`src/beahr_pkg.sv`:
```
// Shared types, constants and helpers of the band envelope attack/hold/release unit.
package beahr_pkg;

    // Default number of tracked bands
    localparam int NUM_BANDS_DEF = 128;

    // Level constants in 1/64 dB units
    localparam logic signed [17:0] ATTACK_STEP = 18'sd384;   // 6 dB
    localparam logic signed [16:0] HYSTERESIS  = 17'sd192;   // 3 dB
    localparam logic signed [15:0] FLOOR_LEVEL = -16'sd8960; // -140 dB
    localparam logic [16:0]        COEF_ONE    = 17'd65536;

    // Register reset values
    localparam logic [16:0]        RELEASE_SLOW_RST = 17'd1700;
    localparam logic [16:0]        RELEASE_FAST_RST = 17'd6600;
    localparam logic [7:0]         HOLD_COUNT_RST   = 8'd4;
    localparam logic signed [15:0] CAL_OFFSET_RST   = 16'sd0;

    // Configuration bus widths
    localparam int PADDR_W = 4;
    localparam int PDATA_W = 32;

    // Register index (byte address bits [3:2])
    typedef enum logic [1:0] {
        REG_RELEASE_SLOW = 2'd0,
        REG_RELEASE_FAST = 2'd1,
        REG_HOLD_COUNT   = 2'd2,
        REG_CAL_OFFSET   = 2'd3
    } t_reg_idx;

    // Input item
    typedef struct packed {
        logic [6:0]         band;
        logic signed [15:0] power_db;
        logic signed [15:0] crest_db;
    } t_in;

    // Result item
    typedef struct packed {
        logic [6:0]         band_out;
        logic signed [15:0] tracked_level;
        logic signed [15:0] mean_level;
        logic               fast_release;
    } t_out;

    // Configuration bundle, coefficients already limited to 1.0
    typedef struct packed {
        logic [16:0]        a_slow;
        logic [16:0]        a_fast;
        logic [7:0]         hold_count;
        logic signed [15:0] cal_offset;
    } t_cfg;

    // One band's state word
    typedef struct packed {
        logic signed [15:0] level;
        logic signed [15:0] mean;
        logic               fast_sel;
        logic [7:0]         hold;
    } t_entry;

    localparam int ENTRY_W = $bits(t_entry);

    localparam t_entry ENTRY_RST = '{
        level:    FLOOR_LEVEL,
        mean:     FLOOR_LEVEL,
        fast_sel: 1'b1,
        hold:     8'd0
    };

    // Address bits for a memory of the given depth
    function automatic int addr_bits(input int depth);
        return (depth > 1) ? $clog2(depth) : 1;
    endfunction

    // Saturate a 20-bit signed sum to 16 bits
    function automatic logic signed [15:0] sat16(input logic signed [19:0] v);
        logic signed [15:0] r;
        if (v > 20'sd32767) begin
            r = 16'sd32767;
        end else if (v < -20'sd32768) begin
            r = -16'sd32768;
        end else begin
            r = v[15:0];
        end
        return r;
    endfunction

endpackage

```
`src/beahr_regs.sv`:
```
// Configuration register file behind the APB-style port.
module beahr_regs (
    input  logic                              i_clk,
    input  logic                              i_rst_n,
    input  logic                              psel,
    input  logic                              penable,
    input  logic                              pwrite,
    input  logic [beahr_pkg::PADDR_W-1:0]     paddr,
    input  logic [beahr_pkg::PDATA_W-1:0]     pwdata,
    output logic [beahr_pkg::PDATA_W-1:0]     prdata,
    output logic                              pready,
    output beahr_pkg::t_cfg                   o_cfg
);
    import beahr_pkg::*;

    logic [16:0]        r_release_slow;
    logic [16:0]        r_release_fast;
    logic [7:0]         r_hold_count;
    logic signed [15:0] r_cal_offset;
    t_reg_idx           reg_idx;
    logic               wr_en;

    assign reg_idx = t_reg_idx'(paddr[3:2]);
    assign wr_en   = psel && penable && pwrite;
    assign pready  = 1'b1;

    // Write registers on the access cycle
    always_ff @(posedge i_clk) begin
        if (!i_rst_n) begin
            r_release_slow <= RELEASE_SLOW_RST;
            r_release_fast <= RELEASE_FAST_RST;
            r_hold_count   <= HOLD_COUNT_RST;
            r_cal_offset   <= CAL_OFFSET_RST;
        end else if (wr_en) begin
            unique case (reg_idx)
                REG_RELEASE_SLOW: r_release_slow <= pwdata[16:0];
                REG_RELEASE_FAST: r_release_fast <= pwdata[16:0];
                REG_HOLD_COUNT:   r_hold_count   <= pwdata[7:0];
                REG_CAL_OFFSET:   r_cal_offset   <= pwdata[15:0];
                default:          r_hold_count   <= r_hold_count;
            endcase
        end
    end

    // Read back
    always_comb begin
        unique case (reg_idx)
            REG_RELEASE_SLOW: prdata = PDATA_W'(r_release_slow);
            REG_RELEASE_FAST: prdata = PDATA_W'(r_release_fast);
            REG_HOLD_COUNT:   prdata = PDATA_W'(r_hold_count);
            REG_CAL_OFFSET:   prdata = PDATA_W'(r_cal_offset);
            default:          prdata = '0;
        endcase
    end

    // Limit coefficients to 1.0
    always_comb begin
        o_cfg.a_slow     = (r_release_slow > COEF_ONE) ? COEF_ONE : r_release_slow;
        o_cfg.a_fast     = (r_release_fast > COEF_ONE) ? COEF_ONE : r_release_fast;
        o_cfg.hold_count = r_hold_count;
        o_cfg.cal_offset = r_cal_offset;
    end

endmodule

```
`config.mk`:
```
export PLATFORM = sky130hd
export DESIGN_NAME = beahr_regs
export DESIGN_NICKNAME = d
export VERILOG_FILES = /design/src/beahr_pkg.sv /design/src/beahr_regs.sv
export SDC_FILE = /design/constraint.sdc
export NUM_CORES = 1
export LEC_CHECK = 0
export ABC_CLOCK_PERIOD_IN_PS = 1380
export BUFFER_PORTS_ARGS = -buffer_cell sky130_fd_sc_hd__buf_2
export CAP_MARGIN = 20
export CORE_MARGIN = 4
export CORE_UTILIZATION = 40
export CTS_CLUSTER_DIAMETER = 40
export CTS_CLUSTER_SIZE = 16
export DETAILED_ROUTE_END_ITERATION = 8
export GPL_ROUTABILITY_DRIVEN = 0
export HOLD_SLACK_MARGIN = 0.05
export PLACE_DENSITY = 0.69
export SYNTH_ARGS = -nofsm -noshare
export SYNTH_HDL_FRONTEND = slang
export SYNTH_SLANG_ARGS = --single-unit
```
`constraint.sdc`:
```
create_clock -name i_clk -period 1.38 [get_ports i_clk]
set_input_delay 0.276 -clock i_clk [delete_from_list [all_inputs] [get_ports i_clk]]
set_output_delay 0.276 -clock i_clk [all_outputs]
set_load 0.005 [all_outputs]
```
**After elaboration in Yosys (flattened, before gate mapping)**

Cells that the tools add are included.

- Reductions and logical operators: 7
- Equality and inequality tests: 3
- Mux-type cells: 3
- Magnitude comparators: 2

Operator list:

| operator | number |
|---|---|
| case mux 32 bit (4 select lines) | 1 |
| greater-than comparator 17 bit (second input constant) | 2 |
| two-way mux 17 bit | 2 |
| AND reduction 2 bit | 4 |
| equality test 2 bit (second input constant) | 2 |
| equality test 2 x 1 -> 1 bit (second input constant) | 1 |
| logical AND 1 bit | 2 |
| zero test 2 bit | 1 |

- Word-level logic and storage cells: 19
- Output and inout port bits: 91
- Bits in registers: 58

**Longest topological paths before layout**

- Depth after elaboration: 3
- Depth in mapped cells: 6
- Gate-level depth less buffers: 3

**Worst setup path before layout**

No wires, ideal clock.

- Kind: input port to output port
- From: input paddr[2] in the netlist's numbering
- To: output prdata[18] in the netlist's numbering
- Arrival time: 1.199 ns
- Cell stages on the path: 6
- Data required time: 1.104 ns
- Setup slack: -0.095 ns
- Cells stage by stage: and2_1 buf_2 buf_2 nand2_1 inv_1 buf_4

- Longest elaborated chain between the ends: 2
- Elaborated cells on any way between the ends: 5

RTL lines:

| what | RTL line | RTL |
|---|---|---|
| from (decl) | beahr_regs.sv:8 | `input logic [beahr_pkg::PADDR_W-1:0] paddr,` |
| equality test 2 bit, or another cell as far along | beahr_regs.sv:47 | `unique case (reg_idx)` |
| case mux 32 bit (4 select lines) (*) | beahr_regs.sv:47 |  |
| to (decl) | beahr_regs.sv:10 | `output logic [beahr_pkg::PDATA_W-1:0] prdata,` |

Every way passes the cells marked *; elsewhere a longest branch is shown, timed or not.

==> reports/metrics.csv <==
metric,value,unit
grt_usage,21.7,%
die_w,98.8,um
muxShareOfSynthArea,15.8,%
route.detailed.drc,0,
synth_area,3300,um2
placedCellCount,587,
dr.pass1.iters,5,
wirelength,11.0,mm
antenna_found_initial,0,
slew_viol_final,0,
n_fill_cell,620,
setup_violations,46,
layout-drive-gt1-share,55.1,%
syn-num-nets,402,
power_density,788,nW/um2
fmax,518,MHz
synth_cell_type_count,25,
p_leak,0.00218,uW
hpwl,7.37,mm
io_buffers,113,
synthAdderAreaFrac,0,%
clk_pin_slew,70,ps
syn_inst,361,
slowest_stage,dfxtp_2,
htree_levels,3,
setup.worst_path.start_class,flip-flop,
cts_max_path_buffers,2,
synth_simple_gate_area_share,25.5,%
ant_nets,0,
stdcell_area,4900,um2
grt_pass1_wl,17.0,mm
finalCritPeriodShare,140,%
grt_max_degree,41,
hp-start,pwdata[11],
tns,-12860,ps
grt.busiest_layer,met2,
n_antenna_cell,0,
coreArea,7890,um2
postSynthAreaPerCell,9.13,um2
crit_family,simple AND/OR/NAND/NOR gates,
drt_iter0_markers,157,
placed_area,4240,um2
worst-path-buf-inv,2,
worstPathCellList,nor4_2 > buf_4 > a41oi_4 > nor2b_2 > buf_2,
vias,3366,
synth_top_family_by_area,simple AND/OR/NAND/NOR gates,
met1_usage,28.3,%
use_met3,4.32,%
reg2reg_depth,4,
yosys_warnings,0,
rsz0062_at_grt,true,
grt_use_met2,35.5,%
fin_worst_skew,0,ps
io_pins,132,
whs_path_depth,3,
clock_latency,340,ps
grt_pass1_vias,3244,
yosysTopAreaCell,dfxtp_1,
rr_startpoint,r_release_fast[16],
hold_viol,0,
synth_xor_area_share,0,%
fp-row-count,32,
ys_ff_latch,58,
path_max_fanout,5,
synth_area_leaders,"dfxtp_1, mux2i_1, a21boi_1",
initial_utilization,41.8,%
root_buffer,clkbuf_8,
whs_endpoint,r_release_slow[11],
violations,negative setup slack,
period_needed,1930,ps
synth_compound_area_share,14.2,%
via_per_inst,5.42,
ys_seq_area_share,35.2,%
ir_drop,417,uV
grt-ovfl-total,0,
critPathMaxStageDelay,330,ps
maxCapViolCount,0,
nets,555,
die_h,98.8,um
cts_tree,yes,
outcome,"complete, but fails checks",
cp.required,1100,ps
rr_endpoint,r_release_fast[16],
hold_ws,199,ps
syn2layout_area_growth,48.5,%
endpoint_kind,output port,
r2r_slack,510,ps
fin_ws,-550,ps
die_area,9760,um2
worstHoldPathType,in2reg,
critPathArrivalTime,1650,ps
cts_buffers,9,
wl_per_cell,17.7,um
fin_cells,621,
critPathKind,reg2out,
synth_top_cell_area_share,35.2,%
cts.sinks,58,
## cells by family (layout without fill, tap and decap cells)
kind of cell    after synthesis  after routing
simple gates                139            139
compound gates               71             73
flops                        58             58
buf+inv                      50            206
mux                          42             42
other cells                   1              1
## layer usage
layer / vias to the layer above / wire, um
met2: 153 / 5360
met4: 0 / 207
met5: - / 0
li1: 1565 / -
met1: 1628 / 4550
met3: 20 / 877
## per-stage QoR
step / utilization (%) / setup WS (ps) / power (uW)
finish: 62.1 / -550 / 3860
global route: 62.1 / -621 / 3990
CTS: 61.1 / -564 / 3870
detailed placement: 53.7 / -278 / 2220
global placement: 53.7 / -229 / 2210
floorplan: - / 4.42 / 2000
## cell usage after synthesis (all sizes together)
master	number
and3	1
dfxtp	58
nor4	8
nand3b	1
and2	1
nand3	40
nand2b	1
o21ai	42
conb	1
nor3	1
nor2b	44
a41oi	2
inv	3
mux4	8
mux2i	34
nand2	42
buf	34
clkbuf	13
a21boi	27
## placed cells by master, fill, tap and decap left out, drive strengths merged
cell,count
and3,1
nand2,42
nand3b,1
clkinvlp,2
nor2b,44
buf,186
bufinv,1
nand2b,1
mux2i,34
nor3,1
clkinv,3
a41oi,4
nor4,8
clkbuf,11
conb,1
mux4,8
inv,3
nand3,40
a21boi,27
o21ai,42
and2,1
dfxtp,58
## what timing repair did
action | 4_1_cts | 5_1_grt
pin swaps | 18 | 18
setup endpoints to repair | 55 | 63
hold buffers | 0 | 0
resized for setup | 89 | 22
gates cloned | 3 | 1
setup buffers | 12 | 8
## worst max path at each step
stage                                  from         to  slack (ps)  depth (start not counted)
after floorplan           r_release_slow[0]  o_cfg[46]           4                          3
after global placement    r_release_slow[0]  o_cfg[50]        -230                          5
after detailed placement  r_release_slow[0]  o_cfg[49]        -280                          5
after CTS                 r_release_slow[7]  o_cfg[49]        -560                          5
after global routing      r_release_fast[0]  o_cfg[39]        -620                          5
final                     r_release_fast[6]  o_cfg[39]        -550                          5
## area by class of cell
cell class / instances / area (um2) / share of cell area (%)
Clock buffer: 11 / 151 / 3.09
Clock inverter: 5 / 52.6 / 1.07
Inverter: 3 / 11.3 / 0.230
Multi-Input combinational cell: 255 / 1970 / 40.2
Sequential cell: 58 / 1220 / 24.9
Tap cell: 102 / 128 / 2.61
Timing Repair Buffer: 186 / 1360 / 27.8
Timing Repair inverter: 1 / 7.51 / 0.153
## worst register-to-register path: cells and delay by family, from the launching register on
family | cells | cell delay [ps]
AOI/OAI and AO/OA | 2 | 210
DFF | 1 | 330
buffers and inverters | 2 | 250
## flip-flops by register name, summed over array words and instances (netlist names)
| register | count |
|---|---|
| r_cal_offset | 16 |
| r_hold_count | 8 |
| r_release_fast | 17 |
| r_release_slow | 17 |
## power by group
part,internal (uW),switching (uW),leakage [uW]
registers,1690,24.0,0.000478
clock network,922,703,0.000105
logic,255,267,0.00159
total,2870,994,0.00218
(Power assumes the default switching activity.)
