--- src/beahr_pkg.sv ---
// Shared types, constants and helpers of the band envelope attack/hold/release unit.
package beahr_pkg;

    // Default number of tracked bands
    localparam int NUM_BANDS_DEF = 128;

    // Level constants in 1/64 dB units
    localparam logic signed [17:0] ATTACK_STEP = 18'sd384;   // 6 dB
    localparam logic signed [16:0] HYSTERESIS  = 17'sd192;   // 3 dB
    localparam logic signed [15:0] FLOOR_LEVEL = -16'sd8960; // -140 dB
    localparam logic [16:0]        COEF_ONE    = 17'd65536;

    // Register reset values
    localparam logic [16:0]        RELEASE_SLOW_RST = 17'd1700;
    localparam logic [16:0]        RELEASE_FAST_RST = 17'd6600;
    localparam logic [7:0]         HOLD_COUNT_RST   = 8'd4;
    localparam logic signed [15:0] CAL_OFFSET_RST   = 16'sd0;

    // Configuration bus widths
    localparam int PADDR_W = 4;
    localparam int PDATA_W = 32;

    // Register index (byte address bits [3:2])
    typedef enum logic [1:0] {
        REG_RELEASE_SLOW = 2'd0,
        REG_RELEASE_FAST = 2'd1,
        REG_HOLD_COUNT   = 2'd2,
        REG_CAL_OFFSET   = 2'd3
    } t_reg_idx;

    // Input item
    typedef struct packed {
        logic [6:0]         band;
        logic signed [15:0] power_db;
        logic signed [15:0] crest_db;
    } t_in;

    // Result item
    typedef struct packed {
        logic [6:0]         band_out;
        logic signed [15:0] tracked_level;
        logic signed [15:0] mean_level;
        logic               fast_release;
    } t_out;

    // Configuration bundle, coefficients already limited to 1.0
    typedef struct packed {
        logic [16:0]        a_slow;
        logic [16:0]        a_fast;
        logic [7:0]         hold_count;
        logic signed [15:0] cal_offset;
    } t_cfg;

    // One band's state word
    typedef struct packed {
        logic signed [15:0] level;
        logic signed [15:0] mean;
        logic               fast_sel;
        logic [7:0]         hold;
    } t_entry;

    localparam int ENTRY_W = $bits(t_entry);

    localparam t_entry ENTRY_RST = '{
        level:    FLOOR_LEVEL,
        mean:     FLOOR_LEVEL,
        fast_sel: 1'b1,
        hold:     8'd0
    };

    // Address bits for a memory of the given depth
    function automatic int addr_bits(input int depth);
        return (depth > 1) ? $clog2(depth) : 1;
    endfunction

    // Saturate a 20-bit signed sum to 16 bits
    function automatic logic signed [15:0] sat16(input logic signed [19:0] v);
        logic signed [15:0] r;
        if (v > 20'sd32767) begin
            r = 16'sd32767;
        end else if (v < -20'sd32768) begin
            r = -16'sd32768;
        end else begin
            r = v[15:0];
        end
        return r;
    endfunction

endpackage

--- src/beahr_engine.sv ---
// Sequencer and datapath: read a band's state word, update mean and level, write back.
module beahr_engine #(
    parameter int NUM_BANDS = beahr_pkg::NUM_BANDS_DEF
) (
    input  logic                                        i_clk,
    input  logic                                        i_rst_n,
    input  logic                                        i_valid,
    output logic                                        o_stall,
    input  beahr_pkg::t_in                              i_item,
    input  beahr_pkg::t_cfg                             i_cfg,
    output logic                                        o_res_valid,
    output beahr_pkg::t_out                             o_res,
    input  logic                                        i_out_free,
    output logic                                        o_ram_we,
    output logic [beahr_pkg::addr_bits(NUM_BANDS)-1:0]  o_ram_waddr,
    output beahr_pkg::t_entry                           o_ram_wdata,
    output logic [beahr_pkg::addr_bits(NUM_BANDS)-1:0]  o_ram_raddr,
    input  beahr_pkg::t_entry                           i_ram_rdata
);
    import beahr_pkg::*;

    localparam int AW = addr_bits(NUM_BANDS);

    typedef enum logic [5:0] {
        S_CLEAR = 6'b000001,
        S_IDLE  = 6'b000010,
        S_RD    = 6'b000100,
        S_MN    = 6'b001000,
        S_LV    = 6'b010000,
        S_WR    = 6'b100000
    } t_state;

    t_state             r_state, n_state;
    logic [AW-1:0]      r_clr_addr;
    logic [AW-1:0]      r_addr;
    logic [6:0]         r_band;
    logic               r_inrange;
    logic signed [15:0] r_x;
    logic signed [15:0] r_crest;
    logic               r_fwd;
    t_entry             r_fwd_entry;
    t_entry             r_ent;
    logic signed [34:0] r_mprod;
    logic signed [15:0] r_mn;
    logic               r_rise;
    logic               r_attack;
    logic signed [34:0] r_lprod;
    logic               r_sel_new;
    logic [7:0]         r_hold_new;

    logic               accept;
    logic               wr_go;
    logic [AW+6:0]      band_wide;
    logic [AW-1:0]      in_addr;
    logic               in_range;
    t_entry             rd_ent;
    logic signed [16:0] m_diff;
    logic signed [34:0] m_prod;
    logic signed [16:0] l_diff;
    logic [16:0]        l_coef;
    logic signed [34:0] l_prod;
    logic               sel_new;
    logic [7:0]         hold_new;
    logic               hold_path;
    logic signed [15:0] level_new;
    t_entry             wr_entry;

    // Handshake
    assign wr_go   = (r_state == S_WR) && i_out_free;
    assign o_stall = !((r_state == S_IDLE) || wr_go);
    assign accept  = i_valid && !o_stall;

    // Band to memory address
    assign band_wide = {{AW{1'b0}}, i_item.band};
    assign in_addr   = band_wide[AW-1:0];
    assign in_range  = (11'(i_item.band) < 11'(NUM_BANDS));

    // Take the just-written word when the same band follows directly
    assign rd_ent = r_fwd ? r_fwd_entry : i_ram_rdata;

    // Mean relax product
    assign m_diff = 17'(r_x) - 17'(rd_ent.mean);
    assign m_prod = $signed({1'b0, i_cfg.a_slow}) * m_diff;

    // Release select and coefficient for the level step
    assign hold_path = !r_rise && (r_ent.hold != 8'd0);
    always_comb begin
        sel_new  = r_ent.fast_sel;
        hold_new = r_ent.hold;
        if (r_rise) begin
            if (r_attack) begin
                sel_new  = 1'b1;
                hold_new = i_cfg.hold_count;
            end
        end else if (hold_path) begin
            hold_new = r_ent.hold - 8'd1;
        end else if (17'(r_ent.level) < 17'(r_mn) + HYSTERESIS) begin
            sel_new = 1'b0;
        end
    end
    assign l_coef = (r_rise || sel_new) ? i_cfg.a_fast : i_cfg.a_slow;
    assign l_diff = 17'(r_x) - 17'(r_ent.level);
    assign l_prod = $signed({1'b0, l_coef}) * l_diff;

    // New level
    always_comb begin
        priority if (r_rise && r_attack) begin
            level_new = sat16(20'(r_x) + 20'(r_crest));
        end else if (hold_path) begin
            level_new = r_ent.level;
        end else begin
            level_new = sat16(20'(r_ent.level) + 20'($signed(r_lprod[34:16])));
        end
    end

    assign wr_entry = '{
        level:    level_new,
        mean:     r_mn,
        fast_sel: r_sel_new,
        hold:     r_hold_new
    };

    // Memory ports: clearing sweep or write-back
    assign o_ram_we    = (r_state == S_CLEAR) || (wr_go && r_inrange);
    assign o_ram_waddr = (r_state == S_CLEAR) ? r_clr_addr : r_addr;
    assign o_ram_wdata = (r_state == S_CLEAR) ? ENTRY_RST : wr_entry;
    assign o_ram_raddr = in_addr;

    // Result
    assign o_res_valid = wr_go;
    always_comb begin
        o_res.band_out = r_band;
        if (r_inrange) begin
            o_res.tracked_level = level_new;
            o_res.mean_level    = r_mn;
            o_res.fast_release  = r_sel_new;
        end else begin
            o_res.tracked_level = '0;
            o_res.mean_level    = '0;
            o_res.fast_release  = 1'b0;
        end
    end

    // Next state
    always_comb begin
        n_state = r_state;
        unique case (r_state)
            S_CLEAR: if (r_clr_addr == AW'(NUM_BANDS - 1)) n_state = S_IDLE;
            S_IDLE:  if (accept) n_state = S_RD;
            S_RD:    n_state = S_MN;
            S_MN:    n_state = S_LV;
            S_LV:    n_state = S_WR;
            S_WR: begin
                if (accept) begin
                    n_state = S_RD;
                end else if (wr_go) begin
                    n_state = S_IDLE;
                end
            end
            default: n_state = S_CLEAR;
        endcase
    end

    // Control registers
    always_ff @(posedge i_clk) begin
        if (!i_rst_n) begin
            r_state    <= S_CLEAR;
            r_clr_addr <= '0;
            r_fwd      <= 1'b0;
        end else begin
            r_state <= n_state;
            if (r_state == S_CLEAR) begin
                r_clr_addr <= r_clr_addr + AW'(1);
            end
            if (accept) begin
                r_fwd <= o_ram_we && (r_state == S_WR) && (r_addr == in_addr);
            end
        end
    end

    // Datapath registers
    always_ff @(posedge i_clk) begin
        if (accept) begin
            r_addr      <= in_addr;
            r_band      <= i_item.band;
            r_inrange   <= in_range;
            r_x         <= sat16(20'(i_item.power_db) - 20'(i_cfg.cal_offset));
            r_crest     <= i_item.crest_db;
            r_fwd_entry <= wr_entry;
        end
        if (r_state == S_RD) begin
            r_ent    <= rd_ent;
            r_mprod  <= m_prod;
            r_rise   <= r_x > rd_ent.level;
            r_attack <= (18'(r_x) + 18'(r_crest)) > (18'(rd_ent.level) + ATTACK_STEP);
        end
        if (r_state == S_MN) begin
            r_mn <= sat16(20'(r_ent.mean) + 20'($signed(r_mprod[34:16])));
        end
        if (r_state == S_LV) begin
            r_lprod    <= l_prod;
            r_sel_new  <= sel_new;
            r_hold_new <= hold_new;
        end
    end

    // Checks
    a_accept_reads: assert property (@(posedge i_clk) disable iff (!i_rst_n)
        accept |=> (r_state == S_RD))
        else $error("accepted item did not start a read");

    a_fwd_after_wr: assert property (@(posedge i_clk) disable iff (!i_rst_n)
        $rose(r_state == S_RD) && r_fwd |-> $past(o_ram_we && (r_state == S_WR)))
        else $error("forwarding without a write-back");

    a_wr_in_range: assert property (@(posedge i_clk) disable iff (!i_rst_n)
        (o_ram_we && (r_state == S_WR)) |-> r_inrange)
        else $error("state written for an out-of-range band");

    a_res_free: assert property (@(posedge i_clk) disable iff (!i_rst_n)
        o_res_valid |-> i_out_free)
        else $error("result offered while output register is full");

endmodule

--- config.mk ---
export PLATFORM = sky130hd
export DESIGN_NAME = beahr_engine
export DESIGN_NICKNAME = d
export VERILOG_FILES = /design/src/beahr_pkg.sv /design/src/beahr_engine.sv
export SDC_FILE = /design/constraint.sdc
export NUM_CORES = 2
export LEC_CHECK = 0
export BUFFER_PORTS_ARGS = -buffer_cell sky130_fd_sc_hd__buf_4
export CORE_AREA = 2 2 236 215
export DETAILED_ROUTE_END_ITERATION = 7
export DIE_AREA = 0 0 238 217
export GPL_ROUTABILITY_DRIVEN = 0
export PLACE_DENSITY_LB_ADDON = 0.3
export SLEW_MARGIN = 0
export SYNTH_ARGS = -nofsm -noshare
export SYNTH_HDL_FRONTEND = slang
export SYNTH_SLANG_ARGS = --single-unit
--- constraint.sdc ---
create_clock -name i_clk -period 28.1 [get_ports i_clk]
set_input_delay 0 -clock i_clk [delete_from_list [all_inputs] [get_ports i_clk]]
set_output_delay 0 -clock i_clk [all_outputs]
set_load 0.02 [all_outputs]
Word-level counts from Yosys, hierarchy flattened
Cells that the tools add are included.
{"block": "word_totals", "regBits": 232, "latchBits": 0, "ram_bits": 0, "rom_bits": 0, "inputBits": 142, "out_inout_bits": 98, "wordCells": 93, "n_memories": 0}
{"block": "op_classes", "addsub": 11, "multipliers": 2, "n_div": 0, "magnitude_cmp": 11, "eq_ne": 11, "n_shift": 0, "muxes": 24, "bitwise": 0, "reduce_logical": 13}
{"op": "$mux 16", "count": 8}
{"op": "$mux 41", "count": 2}
{"op": "$mul 18x17->35", "count": 2}
{"op": "$sub 16x16->17", "count": 3}
{"op": "$add 16x19->20", "count": 2}
{"op": "$gt 20x16->1 const B", "count": 2}
{"op": "$lt 20x16->1 const B", "count": 2}
{"op": "$pmux 6 s6", "count": 1}
{"op": "$add 16x16->17", "count": 2}
{"op": "$gt 17x16->1 const B", "count": 2}
{"op": "$lt 17x16->1 const B", "count": 2}
{"op": "$mux 6", "count": 4}
{"op": "$mux 8", "count": 3}
{"op": "$add 16x10->17 const B", "count": 1}
{"op": "$add 16x9->17 const B", "count": 1}
{"op": "$gt 17x17->1", "count": 1}
{"op": "$lt 16x17->1", "count": 1}
{"op": "$mux 17", "count": 1}
{"op": "$gt 16x16->1", "count": 1}
{"op": "$reduce_bool 8->1", "count": 1}
{"op": "$sub 8x1->8 const B", "count": 1}
{"op": "$add 7x1->7 const B", "count": 1}
{"op": "$eq 7x7->1", "count": 1}
{"op": "$eq 7x7->1 const B", "count": 1}
{"op": "other kinds (15)", "count": 26}

Longest topological paths before layout
{"block": "logic_depth", "word_depth": 8, "ltp_mapped": 38, "mapped_depth_nobuf": 36}

Worst setup path after synthesis
OpenSTA, ideal clock, no wires.
{"block": "synth_timing", "path_type": "reg2reg", "start": "register r_fwd", "end": "register r_mprod[34] (data pin)", "setup_time_ns": 0.260, "t_arrival_ns": 9.116, "required_time_ns": 27.840, "slack_ns": 18.724, "path_stages_with_launch": 36, "path_buffers": 4, "period_less_slack_ns": 9.376, "path_cell_list": "dfxtp_1 -> clkbuf_1 -> clkbuf_1 -> clkbuf_1 -> mux2_2 -> ha_1 -> inv_1 -> fa_1 -> a21o_1 -> a21oi_1 -> o21bai_1 -> a21oi_1 -> o21bai_1 -> a311oi_1 -> nor2_1 -> a41o_1 -> nor2_1 -> clkbuf_1 -> nand2_1 -> fa_1 -> fa_1 -> fa_1 -> fa_1 -> fa_1 -> inv_1 -> fa_1 -> ha_1 -> a21o_1 -> a21o_1 -> nor3_1 -> a211oi_1 -> or2_2 -> a221o_1 -> nor4_1 -> nor3_1 -> xnor2_1"}
{"item": "start: declaration", "line": "beahr_engine.sv:40", "source": "logic r_fwd;"}
{"item": "start signal: assignment", "line": "beahr_engine.sv:176", "source": "r_fwd <= o_ram_we && (r_state == S_WR) && (r_addr == in_addr);"}
{"item": "end signal: assignment", "line": "beahr_engine.sv:193", "source": "r_mprod <= m_prod;"}
{"item": "end: declaration", "line": "beahr_engine.sv:43", "source": "logic signed [34:0] r_mprod;"}

Worst setup path in the final report
{"block": "layout_timing", "start": "register r_mn[8]", "end": "register r_lprod[23] (data pin)"}
{"block": "layout_between", "elab_chain_cells": 8}
{"item": "start: declaration", "line": "beahr_engine.sv:44", "source": "logic signed [15:0] r_mn;"}
{"item": "start signal: assignment", "line": "beahr_engine.sv:198", "source": "r_mn <= sat16(20'(r_ent.mean) + 20'($signed(r_mprod[34:16])));"}
{"item": "$add 16x9->17", "line": "beahr_engine.sv:97", "source": "end else if (17'(r_ent.level) < 17'(r_mn) + HYSTERESIS) begin"}
{"item": "$lt 16x17->1", "line": "beahr_engine.sv:97"}
{"item": "$mux 1", "line": "beahr_engine.sv:97"}
{"item": "$mux 1", "line": "beahr_engine.sv:95", "source": "end else if (hold_path) begin"}
{"item": "$mux 1", "line": "beahr_engine.sv:90", "source": "if (r_rise) begin"}
{"item": "$logic_or 1x1->1", "line": "beahr_engine.sv:101", "source": "assign l_coef = (r_rise || sel_new) ? i_cfg.a_fast : i_cfg.a_slow;"}
{"item": "$mux 17", "line": "beahr_engine.sv:101"}
{"item": "$mul 18x17->35", "line": "beahr_engine.sv:103", "source": "assign l_prod = $signed({1'b0, l_coef}) * l_diff;"}
{"item": "named net l_prod[23]", "line": "beahr_engine.sv:61", "source": "logic signed [34:0] l_prod;"}
{"item": "end signal: assignment", "line": "beahr_engine.sv:201", "source": "r_lprod <= l_prod;"}
{"item": "end: declaration", "line": "beahr_engine.sv:47", "source": "logic signed [34:0] r_lprod;"}
The timed path passes the listed nets, and every way through them passes these cells.
A chain may end at the register's enable or synchronous reset.

==> results.cfg <==
[status]
status = finished, final reports clean

[critical_path]
max_stage_delay_ps = 820
r2r_setup_slack_ps = 18060
cp_max_fo = 33
reg2reg_to = r_lprod[23]
cp-start-kind = flop
cp-startpoint = r_mn[8]
slowest_stage = mux2i_1
r2r.worst_path.cells = 32
r2r-start = r_mn[8]
endpoint = r_lprod[23]
worstPathArrival_ps = 10260
worstPathRequired_ps = 28320
endpoint_kind = flop
critPathKind = reg2reg
cpMostUsedCell = fa_1

[synthesis]
synthAdderAreaFrac_pct = 42.1
yosysWarnings = 0
syn_avg_cell_area_um2 = 9.19
synth_area_um2 = 33600
yosys_register_bits = 200
seq_area_frac_synth_pct = 17.4
ys_async_sr_fraction_pct = 0
synth_xor_area_share_pct = 4.01
syn_nets = 4655
synthSimpleGateAreaFrac_pct = 15.0
muxShareOfSynthArea_pct = 2.34
syn-instance-count = 3659
ys.flop_type = edfxtp_1
synth_compound_area_share_pct = 10.4
synth_edf_count = 186
synth_cell_type_count = 92
synth_top_family_by_area = adder cells

[power_and_ir_drop]
power_density_nw_per_um2 = 92.4
ir_drop_mv = 0.268
p_leak_nw = 18.1

[cts]
clock_latency_ps = 460
ctsResizeCount = 0
numClockSinks = 200
cts-buffers-inserted = 17
clk_path_buf_depth = 2
ctsHtreeMaxLevel = 4
cts_tree = yes
cts-root-buf = clkbuf_16
postCtsSetupRepairBufs = 0
path_clk_slew_ps = 90

[routing]
drc = 0
antenna_left = 0
first_pass_iters = 8
wl_um = 99900
avgRoutedWirePerCell_um = 21.9
vias = 28200
drtIter0Drc = 2887
routed_via_density = 6.20

[die]
rows = 78
pin_count = 240
die-area_um2 = 51600
fp.dieW_um = 238
placeableCoreArea_um2 = 49600
initial_core_util_pct = 67.8
die_y_um = 217

[cells_and_area]
layout-drive-gt1-share_pct = 10.3
final_common_cell = inv_1
mostFrequentLayoutCells = 647 x inv_1, 452 x fa_1, 402 x ha_1
final_area_um2 = 37400
nNetsFinal = 4891
syn_to_final_growth_pct = 11.1

[sta]
hold_violations = 0
maxSlewViolCount = 0
tns_ps = 0
setup_viol = 0
skew_ps = 19.8
fin_crit_ps = 10040
rsz0062_at_grt = no
max_slew_margin_pct = 8.56
max_freq_ghz = 0.0996
worst_pin_slew_ps = 1360
fin_crit_sh_pct = 35.7

[place]
place_area_um2 = 36100
port_buffers = 239
place_hpwl_um = 77100

[hold_path]
min_from = i_ram_rdata[23]
hold_path_class = in2reg

[global_routing]
grt_pass1_vias = 28900
use_met1_pct = 51.3
grt_first_pass_wirelength_um = 156000
grt.total_usage_pct = 39.3
overflow = 0
grt_max_degree = 63
gr-usage-met3_pct = 10.4
top_usage_layer = met2
use_met2_pct = 61.5
antenna_found_initial = 1

[run]
max-cap-violations = 0
[repair_timing]
item                                    CTS  global route
hold buffers                             67             0
hold endpoints to repair                 76             0
endpoints found under the setup margin    0             0
[where the power goes]
group | switching, mW | internal, mW | total (mW)
logic | 1.64 | 1.10 | 2.74
clock network | 0.140 | 0.125 | 0.265
registers | 0.00190 | 0.445 | 0.447
[cells in the mapped netlist (all sizes together) (13+ instances only)]
| master | number | area, µm² |
|---|---|---|
| nand2b | 41 | 257 |
| nand4 | 18 | 113 |
| nand3 | 48 | 253 |
| clkbuf | 106 | 398 |
| nor3 | 41 | 205 |
| a21oi | 159 | 807 |
| nor2b | 31 | 194 |
| a211oi | 17 | 140 |
| o21ai | 120 | 604 |
| edfxtp | 186 | 5590 |
| mux2 | 29 | 327 |
| buf | 23 | 123 |
| inv | 648 | 2430 |
| o311ai | 14 | 140 |
| xnor2 | 101 | 885 |
| dfxtp | 14 | 280 |
| ha | 402 | 5030 |
| a21o | 54 | 405 |
| or2 | 21 | 131 |
| mux2i | 46 | 460 |
| nor2 | 255 | 957 |
| and2 | 157 | 985 |
| nand2 | 381 | 1430 |
| and3 | 13 | 82.6 |
| o211ai | 17 | 133 |
| fa | 452 | 9050 |
| o21a | 19 | 143 |
| xor2 | 53 | 464 |
[per-layer routing]
metal / vias to the layer above / part of all wire (%)
met2: 1855 / 44
met5: - / 0.012
met3: 428 / 13
li1: 12400 / -
met4: 2 / 5.6
met1: 13500 / 37
[kinds of logic after synthesis]
logic type                 after synthesis
adders and majority gates              861
muxes                                   75
AOI/OAI and AO/OA                      530
buffers and inverters                  777
and+or+nand+nor                       1062
xor gates and xnor gates               154
DFF                                    200
[worst min path at each step]
| stage | endpoint | slack [ps] | cells after the start |
|---|---|---|---|
| finish | r_ent[23] | 20 | 3 |
| global route | r_ent[36] | 20 | 3 |
| CTS | r_ent[23] | 6 | 3 |
| detailed placement | r_crest[8] | 180 | 1 |
| global placement | r_crest[3] | 180 | 1 |
| floorplan | r_band[0] | 100 | 0 |
[flip-flops by register name (all words and copies together) (netlist names)]
name         cells
r_attack         1
r_mprod         19
r_rise           1
r_mn            16
r_ent           41
r_clr_addr       7
r_sel_new        1
r_fwd            1
r_state          6
r_x             16
r_fwd_entry     41
r_lprod         19
r_hold_new       8
r_band           7
r_crest         16
[worst max-delay path, delay by kind of cell (launching register included)]
kind | cells | cell delay [ps]
adders and majority gates | 8 | 3530
AOI/OAI and AO/OA | 12 | 2600
and+or+nand+nor | 4 | 1340
muxes | 1 | 820
buffers and inverters | 5 | 670
DFF | 1 | 510
xor gates and xnor gates | 2 | 260
[metrics by stage]
step / power, mW / setup slack, ps / util (%) / hold WS, ps / cells
after floorplan: 2.30 / 18720 / - / 98.9 / 3659
after detailed placement: 3.09 / 18320 / 72.7 / 180 / 4449
after global placement: 2.98 / 18590 / 72.7 / 179 / 4449
after global routing: 3.75 / 17630 / 75.4 / 23.1 / 4548
final: 3.45 / 18060 / 75.4 / 23.9 / 4551
after CTS: 3.38 / 18250 / 75.4 / 5.82 / 4548
[cell type report]
class	count	area, µm²
antenna	3	7.51
clock buffer	17	425
clock inverter	15	205
fill	3457	12200
inverter	648	2430
multi-input combinational	2682	24900
sequential	200	5870
tap	640	801
timing repair buffer	346	2770
Note: power is estimated with default switching activity, not from simulation.
