$ cat config.mk
export PLATFORM = sky130hd
export DESIGN_NAME = beahr_ram
export DESIGN_NICKNAME = d
export VERILOG_FILES = /design/src/beahr_pkg.sv /design/src/beahr_ram.sv
export SDC_FILE = /design/constraint.sdc
export NUM_CORES = 1
export LEC_CHECK = 0
export BUFFER_PORTS_ARGS = -buffer_cell sky130_fd_sc_hd__buf_2
export CAP_MARGIN = 20
export CORE_MARGIN = 1.5
export CORE_UTILIZATION = 60
export CTS_BUF_LIST = sky130_fd_sc_hd__clkbuf_2 sky130_fd_sc_hd__clkbuf_4 sky130_fd_sc_hd__clkbuf_8
export DETAILED_ROUTE_END_ITERATION = 8
export HOLD_SLACK_MARGIN = 0.1
export PLACE_DENSITY_LB_ADDON = 0.05
export SYNTH_ARGS = -nofsm -noshare
export SYNTH_HDL_FRONTEND = slang
export SYNTH_SLANG_ARGS = --single-unit
$ cat constraint.sdc
create_clock -name i_clk -period 4.13 [get_ports i_clk]
set_input_delay 0.413 -clock i_clk [delete_from_list [all_inputs] [get_ports i_clk]]
set_output_delay 0.413 -clock i_clk [all_outputs]
set_load 0.01 [all_outputs]
$ cat src/beahr_pkg.sv
// Shared types, constants and helpers of the band envelope attack/hold/release unit.
package beahr_pkg;

    // Default number of tracked bands
    localparam int NUM_BANDS_DEF = 128;

    // Level constants in 1/64 dB units
    localparam logic signed [17:0] ATTACK_STEP = 18'sd384;   // 6 dB
    localparam logic signed [16:0] HYSTERESIS  = 17'sd192;   // 3 dB
    localparam logic signed [15:0] FLOOR_LEVEL = -16'sd8960; // -140 dB
    localparam logic [16:0]        COEF_ONE    = 17'd65536;

    // Register reset values
    localparam logic [16:0]        RELEASE_SLOW_RST = 17'd1700;
    localparam logic [16:0]        RELEASE_FAST_RST = 17'd6600;
    localparam logic [7:0]         HOLD_COUNT_RST   = 8'd4;
    localparam logic signed [15:0] CAL_OFFSET_RST   = 16'sd0;

    // Configuration bus widths
    localparam int PADDR_W = 4;
    localparam int PDATA_W = 32;

    // Register index (byte address bits [3:2])
    typedef enum logic [1:0] {
        REG_RELEASE_SLOW = 2'd0,
        REG_RELEASE_FAST = 2'd1,
        REG_HOLD_COUNT   = 2'd2,
        REG_CAL_OFFSET   = 2'd3
    } t_reg_idx;

    // Input item
    typedef struct packed {
        logic [6:0]         band;
        logic signed [15:0] power_db;
        logic signed [15:0] crest_db;
    } t_in;

    // Result item
    typedef struct packed {
        logic [6:0]         band_out;
        logic signed [15:0] tracked_level;
        logic signed [15:0] mean_level;
        logic               fast_release;
    } t_out;

    // Configuration bundle, coefficients already limited to 1.0
    typedef struct packed {
        logic [16:0]        a_slow;
        logic [16:0]        a_fast;
        logic [7:0]         hold_count;
        logic signed [15:0] cal_offset;
    } t_cfg;

    // One band's state word
    typedef struct packed {
        logic signed [15:0] level;
        logic signed [15:0] mean;
        logic               fast_sel;
        logic [7:0]         hold;
    } t_entry;

    localparam int ENTRY_W = $bits(t_entry);

    localparam t_entry ENTRY_RST = '{
        level:    FLOOR_LEVEL,
        mean:     FLOOR_LEVEL,
        fast_sel: 1'b1,
        hold:     8'd0
    };

    // Address bits for a memory of the given depth
    function automatic int addr_bits(input int depth);
        return (depth > 1) ? $clog2(depth) : 1;
    endfunction

    // Saturate a 20-bit signed sum to 16 bits
    function automatic logic signed [15:0] sat16(input logic signed [19:0] v);
        logic signed [15:0] r;
        if (v > 20'sd32767) begin
            r = 16'sd32767;
        end else if (v < -20'sd32768) begin
            r = -16'sd32768;
        end else begin
            r = v[15:0];
        end
        return r;
    endfunction

endpackage

$ cat src/beahr_ram.sv
// Generic single-write, single-read RAM with registered read data.
module beahr_ram #(
    parameter int WIDTH = 8,
    parameter int DEPTH = 16
) (
    input  logic                                    i_clk,
    input  logic                                    i_we,
    input  logic [beahr_pkg::addr_bits(DEPTH)-1:0]  i_waddr,
    input  logic [WIDTH-1:0]                        i_wdata,
    input  logic [beahr_pkg::addr_bits(DEPTH)-1:0]  i_raddr,
    output logic [WIDTH-1:0]                        o_rdata
);
    import beahr_pkg::*;

    logic [WIDTH-1:0] r_mem [DEPTH];
    logic [WIDTH-1:0] r_rdata;

    // Write port and registered read port
    always_ff @(posedge i_clk) begin
        if (i_we) begin
            r_mem[i_waddr] <= i_wdata;
        end
        r_rdata <= r_mem[i_raddr];
    end

    assign o_rdata = r_rdata;

endmodule

**Word-level counts from Yosys, hierarchy flattened**

Memories as Yosys holds them, arrays and structs flattened. A register that Yosys moved wholly into a read port is not among the register bits.
Cells that the tools add are included.

- Register bits: 0
- Bits in writable memories: 128
- Bits of input ports: 18
- Logic and storage cells: 3
- Memories kept: 1

Memories:

| memory | words | width | read ports | clocked after Yosys merged registers in | wr ports | RTL line | RTL |
|---|---|---|---|---|---|---|---|
| r_mem | 16 | 8 | 1 | 1 | 1 | beahr_ram.sv:15 | `logic [WIDTH-1:0] r_mem [DEPTH];` |

- Multiplexer cells: 2

Operators with widths:

| operator | number |
|---|---|
| two-way mux 1 bit | 2 |

**Logic depth before layout (Yosys ltp)**

Gate-level depths: netlist (run 1).

- Word-level depth: 2
- Mapped depth: 5
- Gate-level depth less buffers: 3

**Worst setup path before layout (run 1)**

OpenSTA, ideal clock, no wires.

- Path type: in2reg
- Start point: input i_waddr[2] in the netlist's numbering
- End point: memory r_mem[0][0], enable pin
- Library setup time: 0.383 ns
- Arrival time: 1.523 ns
- Required time: 3.747 ns
- Slack: 2.224 ns
- Stages: 2
- Buffers on the path: 0
- Path through: or3b_2 nor3_1

RTL lines:

| item | RTL line | RTL |
|---|---|---|
| start, declared | beahr_ram.sv:8 | `input logic [beahr_pkg::addr_bits(DEPTH)-1:0] i_waddr,` |
| end, declared | beahr_ram.sv:15 |  |

No word-level cell before the write port.

==> results by group, run 1 <==
Timing
  – Final period util: 47.7%
  – # setup viols final: 0
  – Unrepaired setup endpoints after global routing: no
  – Slew @ Worst Pin: 1060 ps
  – Skew final: 9.67 ps
  – Setup TNS: 0 ps
  – Post-route worst setup slack: 2160 ps
  – Fin. max-slew vios: 0
  – Max transition margin: 29.2%
  – Achievable clock frequency: 0.508 GHz
  – Final Critical Period: 1970 ps
  – Final hold vios: 0

Route
  – Routed WL per cell: 25.3 um
  – DRT iter0 DRCs: 250
  – First-pass iteration count of the detailed router: 5
  – DR vias/cell: 6.31
  – Post-route ant nets: 0
  – Vias: 2418
  – Routed WL: 9680 um
  – Drt drc: 0

Synth
  – Gate Count Post-Synth: 229
  – Area share of the largest cell type after synthesis: 74.7%
  – Distinct cells, synth: 19
  – Cell area after synthesis: 5150 um^2
  – Top-count cell post-synth: edfxtp_1
  – Post-synth EDFFs: 128
  – Ranking of synthesized cells by area: edfxtp_1, mux4_2, mux4_1, dfxtp_1, a22oi_1
  – Post-Syn Nets: 247
  – Synthesized flop and latch total: 136
  – Sequential-to-total area share from yosys stat: 77.8%
  – Asr flop ratio synth: 0%
  – Synth top cells by count: edfxtp_1, mux4_2, a22oi_1
  – Top FF cell, synth: edfxtp_1
  – Top cell type by total area after synthesis: edfxtp_1
  – Synth warn: 0
  – Average cell area after synthesis: 22.5 um^2

Power
  – Leakage: 0.00196 uW
  – Pwr Total: 3060 uW
  – Worst VDD drop: 320 uV
  – Pwr dens: 522 nW/um^2

Cells and area
  – Share of cells above drive strength 1: 28.8%
  – Design area: 5860 um^2
  – End-of-flow core utilization: 70.9%
  – FF+latch area: 4000 um^2
  – Multi-input gate area: 1070 um^2
  – Layout Area Growth over Synthesis: 13.8%
  – Antenna cells: 0
  – Nets: 283
  – Filler Cell Count: 521

Place
  – HPWL Detailed: 5920 um
  – GP Congestion: 0.760
  – Number of port buffers: 25
  – Placed cell areas: 5340 um^2
  – Pre-CTS setup slack: 1720 ps

Global route
  – Maximum number of pins on one net before global-route repair: 33
  – Vias in the first global route: 2495
  – First-pass GRT wire length: 14700 um
  – Total Routing Usage GR: 24.3%
  – Total gr overflow: 0
  – Initial antenna violation count: 0

Clock tree
  – Clk sink count: 136
  – Maximum clock path buffer count: 2
  – CTS H-Tree Depth: 4
  – Number of setup buffers added after CTS: 0
  – Clock Latency Late Sink: 420 ps
  – Clk Tree Root Cell: clkbuf_8
  – Worst-path clk slew: 80 ps
  – Num CTS Buffers: 17
  – CTS resizes: 0
  – Hold buffers post-CTS: 0
  – CTS tree: yes

Floorplan
  – Die footprint: 9140 um^2
  – IO Count: 26
  – Die H: 95.6 um
  – Core area: 8260 um^2
  – Cell Rows: 33
  – Die span in x: 95.6 um
  – Starting density of the core: 62.3%

Worst setup path
  – Crit Path Max Fanout: 32
  – WS Path Type: in -> reg
  – Crit path launch type: input port
  – Worst setup EP type: register
  – Required @ worst endpoint: 4430 ps
  – CP Data Arrival Time: 2270 ps

Run
  – Max-cap violation count: 0

Worst hold path
  – Hold/Removal Path Class: in -> reg

Status
  – Outcome: finished, final reports clean
==> power by group <==
part	total (uW)	switching [uW]	internal, uW
Combinational	137	82.1	55.3
Clock	1370	489	881
Sequential	1550	10.7	1540
Total	3060	582	2480
==> layout by cell type, fill, tap and decap left out, drive strengths merged <==
cell      count
inv           1
a22oi        16
bufinv        7
nor2         13
clkinvlp      1
nand2         9
nand2b        2
nor3          4
mux4         32
nand3         1
and2b         1
and2          1
clkinv        3
nand3b        2
or3b          1
nor2b         1
dfxtp         8
buf          27
clkbuf       20
edfxtp      128
==> worst max-delay path, cell delays in order <==
cell	delay [ps]
buf_2	790
mux4_2	610
a22oi_1	340
nand2_1	110
==> kinds of logic after synthesis <==
group	Yosys count	share of synthesized area, %
AOI/OAI and AO/OA	16	2.33
and+or+nand+nor	35	3.18
DFF	136	77.8
muxes	32	15.0
buffers and inverters	10	1.68
==> per-layer routing <==
layer	vias to the layer above	GRT usage (%)	wire (um)
li1	1047	-	-
met5	-	0	0
met3	8	6.30	569
met1	1269	34.9	4050
met4	0	8.95	104
met2	94	36.6	4950
==> metrics by stage <==
stage,hold WS (ps),instances
after floorplan,512,229
after global placement,650,350
after detailed placement,667,351
after CTS,353,383
after global routing,361,383
final,371,383
==> registers in the layout (all words and copies together), names as in the netlist <==
register,flops
r_mem,128
o_rdata,8
==> cell type report <==
type	count	share of cell area [%]
tap	105	2.24
timing repair buffer	27	2.39
sequential	136	68.4
clock buffer	20	4.59
multi-input combinational	83	18.2
clock inverter	12	4.19
==> path summary, 6_finish.rpt <==
kind | from | slack, ps | depth (start not counted) | to
max | i_raddr[0] | 2160 | 4 | o_rdata[7]$_DFF_P_
min | i_wdata[6] | 370 | 1 | r_mem[7][6]$_DFFE_PP_
max reg2reg | r_mem[11][7]$_DFFE_PP_ | 2730 | 3 | o_rdata[7]$_DFF_P_
min reg2reg | r_mem[13][6]$_DFFE_PP_ | 670 | 3 | o_rdata[6]$_DFF_P_
Power figures use the tool's default switching activity.
==> run 2: changes to the inputs <==
--- a/config.mk
+++ b/config.mk
@@ -8,7 +8,7 @@
 export BUFFER_PORTS_ARGS = -buffer_cell sky130_fd_sc_hd__buf_2
 export CAP_MARGIN = 20
 export CORE_MARGIN = 1.5
-export CORE_UTILIZATION = 60
+export CORE_UTILIZATION = 57
 export CTS_BUF_LIST = sky130_fd_sc_hd__clkbuf_2 sky130_fd_sc_hd__clkbuf_4 sky130_fd_sc_hd__clkbuf_8
 export DETAILED_ROUTE_END_ITERATION = 8
 export HOLD_SLACK_MARGIN = 0.1
==> constraint.sdc (replaced) <==
create_clock -name i_clk -period 1.75 [get_ports i_clk]
set_input_delay 0.175 -clock i_clk [delete_from_list [all_inputs] [get_ports i_clk]]
set_output_delay 0.175 -clock i_clk [all_outputs]
set_load 0.01 [all_outputs]
==> results by group, run 2 (same netlist as run 1, synthesis figures left out) <==
Route
  – DRT iter0 DRCs: 251 (+0.40%)
  – DR vias/cell: 5.90 (-6.5%)
  – Post-route ant nets: 0 (unchanged)
  – Routed WL per cell: 22.4 um (-11%)
  – First-pass iteration count of the detailed router: 5 (unchanged)
  – Routed WL: 9070 um (-6.3%)
  – Vias: 2391 (-1.1%)
  – Drt drc: 0 (unchanged)

Clock tree
  – Number of setup buffers added after CTS: 0 (unchanged)
  – Clock Latency Late Sink: 420 ps (about the same)
  – Worst-path clk slew: 80 ps (about the same)
  – CTS H-Tree Depth: 4 (unchanged)
  – CTS tree: yes
  – Clk sink count: 136 (unchanged)
  – Hold buffers post-CTS: 0 (unchanged)
  – CTS resizes: 0 (unchanged)
  – Num CTS Buffers: 17 (unchanged)
  – Clk Tree Root Cell: clkbuf_8
  – Maximum clock path buffer count: 2 (unchanged)

Status
  – Outcome: finished, final reports clean

Worst setup path
  – R2r startpoint: r_mem[9][4]$_DFFE_PP_
  – WS Path Type: reg -> reg
  – Crit Path Max Fanout: 1 (-97%)
  – R2r endpoint: o_rdata[4]$_DFF_P_
  – Cell Chain, Critical Path: mux4_1, a22oi_1, nand2_1
  – Worst reg-to-reg path cell count: 3 (unchanged)
  – CP max stage cell: mux4_1
  – Required @ worst endpoint: 2050 ps (-2380 ps)
  – CP Data Arrival Time: 1660 ps (-610 ps)
  – Reg-to-reg slack, setup: 390 ps (-2340 ps)
  – Peak per-stage delay on the critical path: 520 ps (-270 ps)
  – Worst setup EP type: register
  – Crit path launch type: register

Place
  – GP Congestion: 0.711 (-6.5%)
  – HPWL Detailed: 5700 um (-3.7%)
  – Pre-CTS setup slack: 124 ps (-1590 ps)
  – Number of port buffers: 25 (unchanged)

Cells and area
  – Most common cell after layout, fill and taps aside: edfxtp_1
  – Share of cells above drive strength 1: 32.7% (+3.9 points)
  – Antenna cells: 0 (unchanged)
  – Top reg by flops: r_mem
  – Layout Area Growth over Synthesis: 15.0%
  – Most frequent cells in the layout: edfxtp_1, buf_2, clkbuf_8
  – Nets: 302 (+6.7%)
  – Largest register FFs: 128 (unchanged)

Floorplan
  – Die H: 98.0 um (+2.5%)
  – Core area: 8720 um^2 (+5.6%)
  – Die span in x: 98.0 um (+2.5%)
  – Cell Rows: 34 (+3.0%)
  – IO Count: 26 (unchanged)
  – Die footprint: 9610 um^2 (+5.1%)
  – Starting density of the core: 59.0% (-3.3 points)

Power
  – Comb pwr share: 5.2% (+0.7 points)
  – Switching power: 1360 uW (+130%)
  – Sequential share of power: 56.1% (+5.4 points)
  – Clock group share of total power: 38.7% (-6.1 points)
  – Pwr dens: 1100 nW/um^2 (+110%)
  – Internal Power: 5160 uW (+110%)
  – Leakage: 0.00201 uW (+2.3%)
  – Worst VDD drop: 652 uV (+100%)
  – Switching Fraction: 20.9% (+1.9 points)

Global route
  – Total Routing Usage GR: 20.7% (-3.6 points)
  – GRT met3 Usage: 6.01% (-0.29 points)
  – First-pass GRT wire length: 13900 um (-5.2%)
  – Maximum number of pins on one net before global-route repair: 33 (unchanged)
  – Grt met2 use: 31.1% (-5.4 points)
  – Initial antenna violation count: 0 (unchanged)
  – Vias in the first global route: 2418 (-3.1%)
  – Met1 Use GR: 29.4% (-5.5 points)
  – Total gr overflow: 0 (unchanged)
  – Most used routing layer: met2

Timing
  – Achievable clock frequency: 0.736 GHz
  – Unrepaired setup endpoints after global routing: no
  – Final period util: 77.7%
  – Fin. max-slew vios: 0 (unchanged)
  – Max transition margin: 72.9% (+44 points)
  – Skew final: 13.7 ps (+4.02 ps)
  – Post-route worst setup slack: 391 ps (-1770 ps)
  – # setup viols final: 0 (unchanged)
  – Slew @ Worst Pin: 407 ps (-656 ps)
  – Final hold vios: 0 (unchanged)
  – Final Critical Period: 1360 ps
  – Setup TNS: 0 ps (unchanged)

Worst hold path
  – Hold/Removal Path Class: in -> reg
  – Hold_sp: i_wdata[5]
  – Hold depth: 1 (unchanged)
  – Hold endpoint: r_mem[13][5]$_DFFE_PP_

Run
  – Max-cap violation count: 0 (unchanged)
-- run 2: worst max-delay path by stage --
| stage | slack, ps | end | start | cells after the start |
|---|---|---|---|---|
| floorplan | 80 | r_mem[0][0]$_DFFE_PP_ | i_waddr[2] | 2 |
| global placement | 120 | o_rdata[2]$_DFF_P_ | i_raddr[0] | 5 |
| detailed placement | 120 | o_rdata[2]$_DFF_P_ | i_raddr[0] | 5 |
| CTS | 370 | o_rdata[4]$_DFF_P_ | r_mem[9][4]$_DFFE_PP_ | 3 |
| global route | 280 | o_rdata[4]$_DFF_P_ | r_mem[9][4]$_DFFE_PP_ | 3 |
| finish | 390 | o_rdata[4]$_DFF_P_ | r_mem[9][4]$_DFFE_PP_ | 3 |
-- run 2: area by class of cell --
| class | instances | area [um^2] |
|---|---|---|
| clock inverter | 11 | 125 |
| multi-input combinational | 83 | 1060 |
| sequential | 136 | 4000 |
| tap | 108 | 135 |
| fill | 539 | 2800 |
| timing repair buffer | 46 | 320 |
| clock buffer | 21 | 277 |
-- run 2: per-layer routing --
| metal | up-vias | wire (um) |
|---|---|---|
| met5 | - | 0 |
| li1 | 1086 | - |
| met1 | 1209 | 3930 |
| met4 | 0 | 112 |
| met2 | 88 | 4510 |
| met3 | 8 | 514 |
-- run 2: power groups by stage --
stage | Sequential, uW | Combinational, uW | Clock (uW)
after floorplan | 3740 | 185 | 0
after global routing | 3670 | 371 | 2700
after CTS | 3660 | 349 | 2570
after detailed placement | 3730 | 348 | 0
after global placement | 3730 | 345 | 0
final | 3660 | 340 | 2520
-- run 2: critical path: cells and delay by family (launching register included) --
family / cells / cell delay, ps
flops: 1 / 360
mux: 1 / 520
simple gates: 1 / 80
compound gates: 1 / 280
-- run 2: per-stage QoR --
stage | hold slack [ps] | area, um^2 | total power [uW] | util [%] | instances
3_5_place_dp | 572 | 5520 | 4080 | 63.3 | 373
5_1_grt | 107 | 5920 | 6740 | 67.9 | 405
3_3_place_gp | 561 | 5520 | 4080 | 63.3 | 373
4_1_cts | 111 | 5920 | 6580 | 67.9 | 405
6_report | 126 | 5920 | 6520 | 67.9 | 405
2_1_floorplan | 274 | 5150 | 3920 | - | 229
==> run 3: changes to the inputs <==
==> constraint.sdc (replaced) <==
create_clock -name i_clk -period 1.2 [get_ports i_clk]
set_input_delay 0.12 -clock i_clk [delete_from_list [all_inputs] [get_ports i_clk]]
set_output_delay 0.12 -clock i_clk [all_outputs]
set_load 0.01 [all_outputs]
==> results by group, run 3 (same netlist as run 1, synthesis figures left out) <==
Route
  – Drt drc: 0 (unchanged)
  – DR vias/cell: 5.77 (-2.3%)
  – Routed WL: 9370 um (+3.3%)
  – DRT iter0 DRCs: 235 (-6.4%)
  – First-pass iteration count of the detailed router: 5 (unchanged)
  – Routed WL per cell: 22.0 um (-1.8%)
  – Post-route ant nets: 0 (unchanged)
  – Vias: 2457 (+2.8%)

Cells and area
  – Top reg by flops: r_mem
  – Antenna cells: 0 (unchanged)
  – Nets: 323 (+7.0%)
  – Most common cell after layout, fill and taps aside: edfxtp_1
  – Layout Area Growth over Synthesis: 18.5%
  – Largest register FFs: 128 (unchanged)
  – Share of cells above drive strength 1: 43.7% (+11 points)
  – Non-filler instance count after layout: 426 (+5.2%)
  – Most frequent cells in the layout: edfxtp_1, mux4_2, buf_4
  – End-of-flow core utilization: 69.9% (+2.1 points)

Clock tree
  – Clk Tree Root Cell: clkbuf_8
  – CTS H-Tree Depth: 4 (unchanged)
  – Number of setup buffers added after CTS: 0 (unchanged)
  – Clock Latency Late Sink: 430 ps (about the same)
  – Clk sink count: 136 (unchanged)
  – CTS tree: yes
  – Maximum clock path buffer count: 2 (unchanged)
  – Num CTS Buffers: 17 (unchanged)
  – Worst-path clk slew: 80 ps (about the same)

Status
  – Outcome: finished with violations
  – Failing checks: negative setup slack

Worst hold path
  – Hold_sp: i_waddr[0]
  – Hold endpoint: r_mem[4][3]$_DFFE_PP_
  – Hold depth: 3 (+2)
  – Hold/Removal Path Class: in -> reg

Place
  – Number of port buffers: 25 (unchanged)
  – HPWL Detailed: 6100 um (+7.1%)
  – GP Congestion: 0.747 (+5.1%)
  – Placed Instances: 386 (+3.5%)

Timing
  – Final hold vios: 0 (unchanged)
  – Max transition margin: 41.1% (-32 points)
  – Final Critical Period: 1260 ps (-97.1 ps)
  – Achievable clock frequency: 0.792 GHz (+7.7%)
  – Fin. max-slew vios: 0 (unchanged)
  – # setup viols final: 8 (+8)
  – Setup TNS: -246 ps (-246 ps)
  – Post-route worst setup slack: -61.9 ps (-453 ps)
  – Skew final: 11.7 ps (-2.03 ps)
  – Slew @ Worst Pin: 881 ps (+475 ps)
  – Unrepaired setup endpoints after global routing: yes
  – Final period util: 105% (+28 points)

Global route
  – Vias in the first global route: 2566 (+6.1%)
  – Total Routing Usage GR: 21.7% (+0.98 points)
  – Maximum number of pins on one net before global-route repair: 24 (-27%)
  – Initial antenna violation count: 0 (unchanged)
  – Total gr overflow: 0 (unchanged)
  – First-pass GRT wire length: 14800 um (+6.0%)

Worst setup path
  – Required @ worst endpoint: 1510 ps (-540 ps)
  – Worst setup EP type: register
  – Crit path launch type: register
  – Worst reg-to-reg path cell count: 3 (unchanged)
  – R2r startpoint: r_mem[11][7]$_DFFE_PP_
  – CP Data Arrival Time: 1570 ps (-90 ps)
  – Top cell family by delay on the critical path: multiplexers
  – R2r endpoint: o_rdata[7]$_DFF_P_
  – Cell Chain, Critical Path: mux4_2, a22oi_2, nand2_1
  – Reg-to-reg slack, setup: -60 ps (-450 ps)
  – Crit Path Max Fanout: 1 (unchanged)
  – WS Path Type: reg -> reg
  – Crit path depth: 3 (unchanged)
  – CP bufs+invs: 0 (unchanged)
  – CP max stage cell: mux4_2
  – Peak per-stage delay on the critical path: 480 ps (-40 ps)

Run
  – Max-cap violation count: 0 (unchanged)

Floorplan
  – Die H: 98.0 um (unchanged)
  – Starting density of the core: 59.0% (unchanged)
  – Die span in x: 98.0 um (unchanged)
  – Die footprint: 9610 um^2 (unchanged)
  – Core area: 8720 um^2 (unchanged)
  – IO Count: 26 (unchanged)
  – Cell Rows: 34 (unchanged)

Power
  – Pwr dens: 1560 nW/um^2 (+42%)
  – Leakage: 0.00206 uW (+2.4%)
  – Worst VDD drop: 1060 uV (+63%)
[run 3: power by group]
part / total [uW] / internal, uW / switching (uW)
Clock: 3620 / 1940 / 1690
Combinational: 572 / 269 / 303
Sequential: 5340 / 5300 / 34.6
Total: 9530 / 7510 / 2030
[run 3: per-layer routing]
metal | share of wire [%] | track usage, %
met3 | 6.0 | 5.37
met2 | 48 | 32.5
met1 | 44 | 32.5
met4 | 1.0 | 6.59
met5 | 0 | 0
[run 3: worst max-delay path by stage]
stage,from,end,slack [ps]
after floorplan,i_raddr[0],o_rdata[1]$_DFF_P_,-60
after global placement,i_raddr[0],o_rdata[5]$_DFF_P_,-330
after detailed placement,i_raddr[0],o_rdata[3]$_DFF_P_,-340
after CTS,r_mem[10][1]$_DFFE_PP_,o_rdata[1]$_DFF_P_,-80
after global routing,r_mem[10][1]$_DFFE_PP_,o_rdata[1]$_DFF_P_,-110
final,r_mem[11][7]$_DFFE_PP_,o_rdata[7]$_DFF_P_,-60
[run 3: what timing repair did]
| item | in CTS | in global routing |
|---|---|---|
| hold buffers | 8 | 0 |
| endpoints found under the hold margin | 128 | 0 |
| pin swaps | 6 | 4 |
| endpoints found under the setup margin | 8 | 8 |
| gates resized for setup | 14 | 5 |
[run 3: through the flow]
step | hold slack (ps) | total power [uW] | cell area, um^2 | setup WS [ps]
floorplan | 219 | 5730 | 5190 | -56.3
global placement | 507 | 5960 | 5620 | -331
detailed placement | 515 | 5980 | 5620 | -338
CTS | 179 | 9590 | 6100 | -81.0
global route | 207 | 9830 | 6100 | -107
finish | 210 | 9530 | 6100 | -61.9
[run 3: cell type report]
class                           count  area, um^2
Clock buffer                       20         263
Tap cell                          108         135
Sequential cell                   136        4000
Multi-Input combinational cell     83        1090
Timing Repair Buffer               67         485
Clock inverter                     12         126
Fill cell                         538        2620
[run 3: worst reg2reg max path: stages (launching register included)]
cell,delay [ps]
edfxtp_1,370
mux4_2,480
a22oi_2,220
nand2_1,80
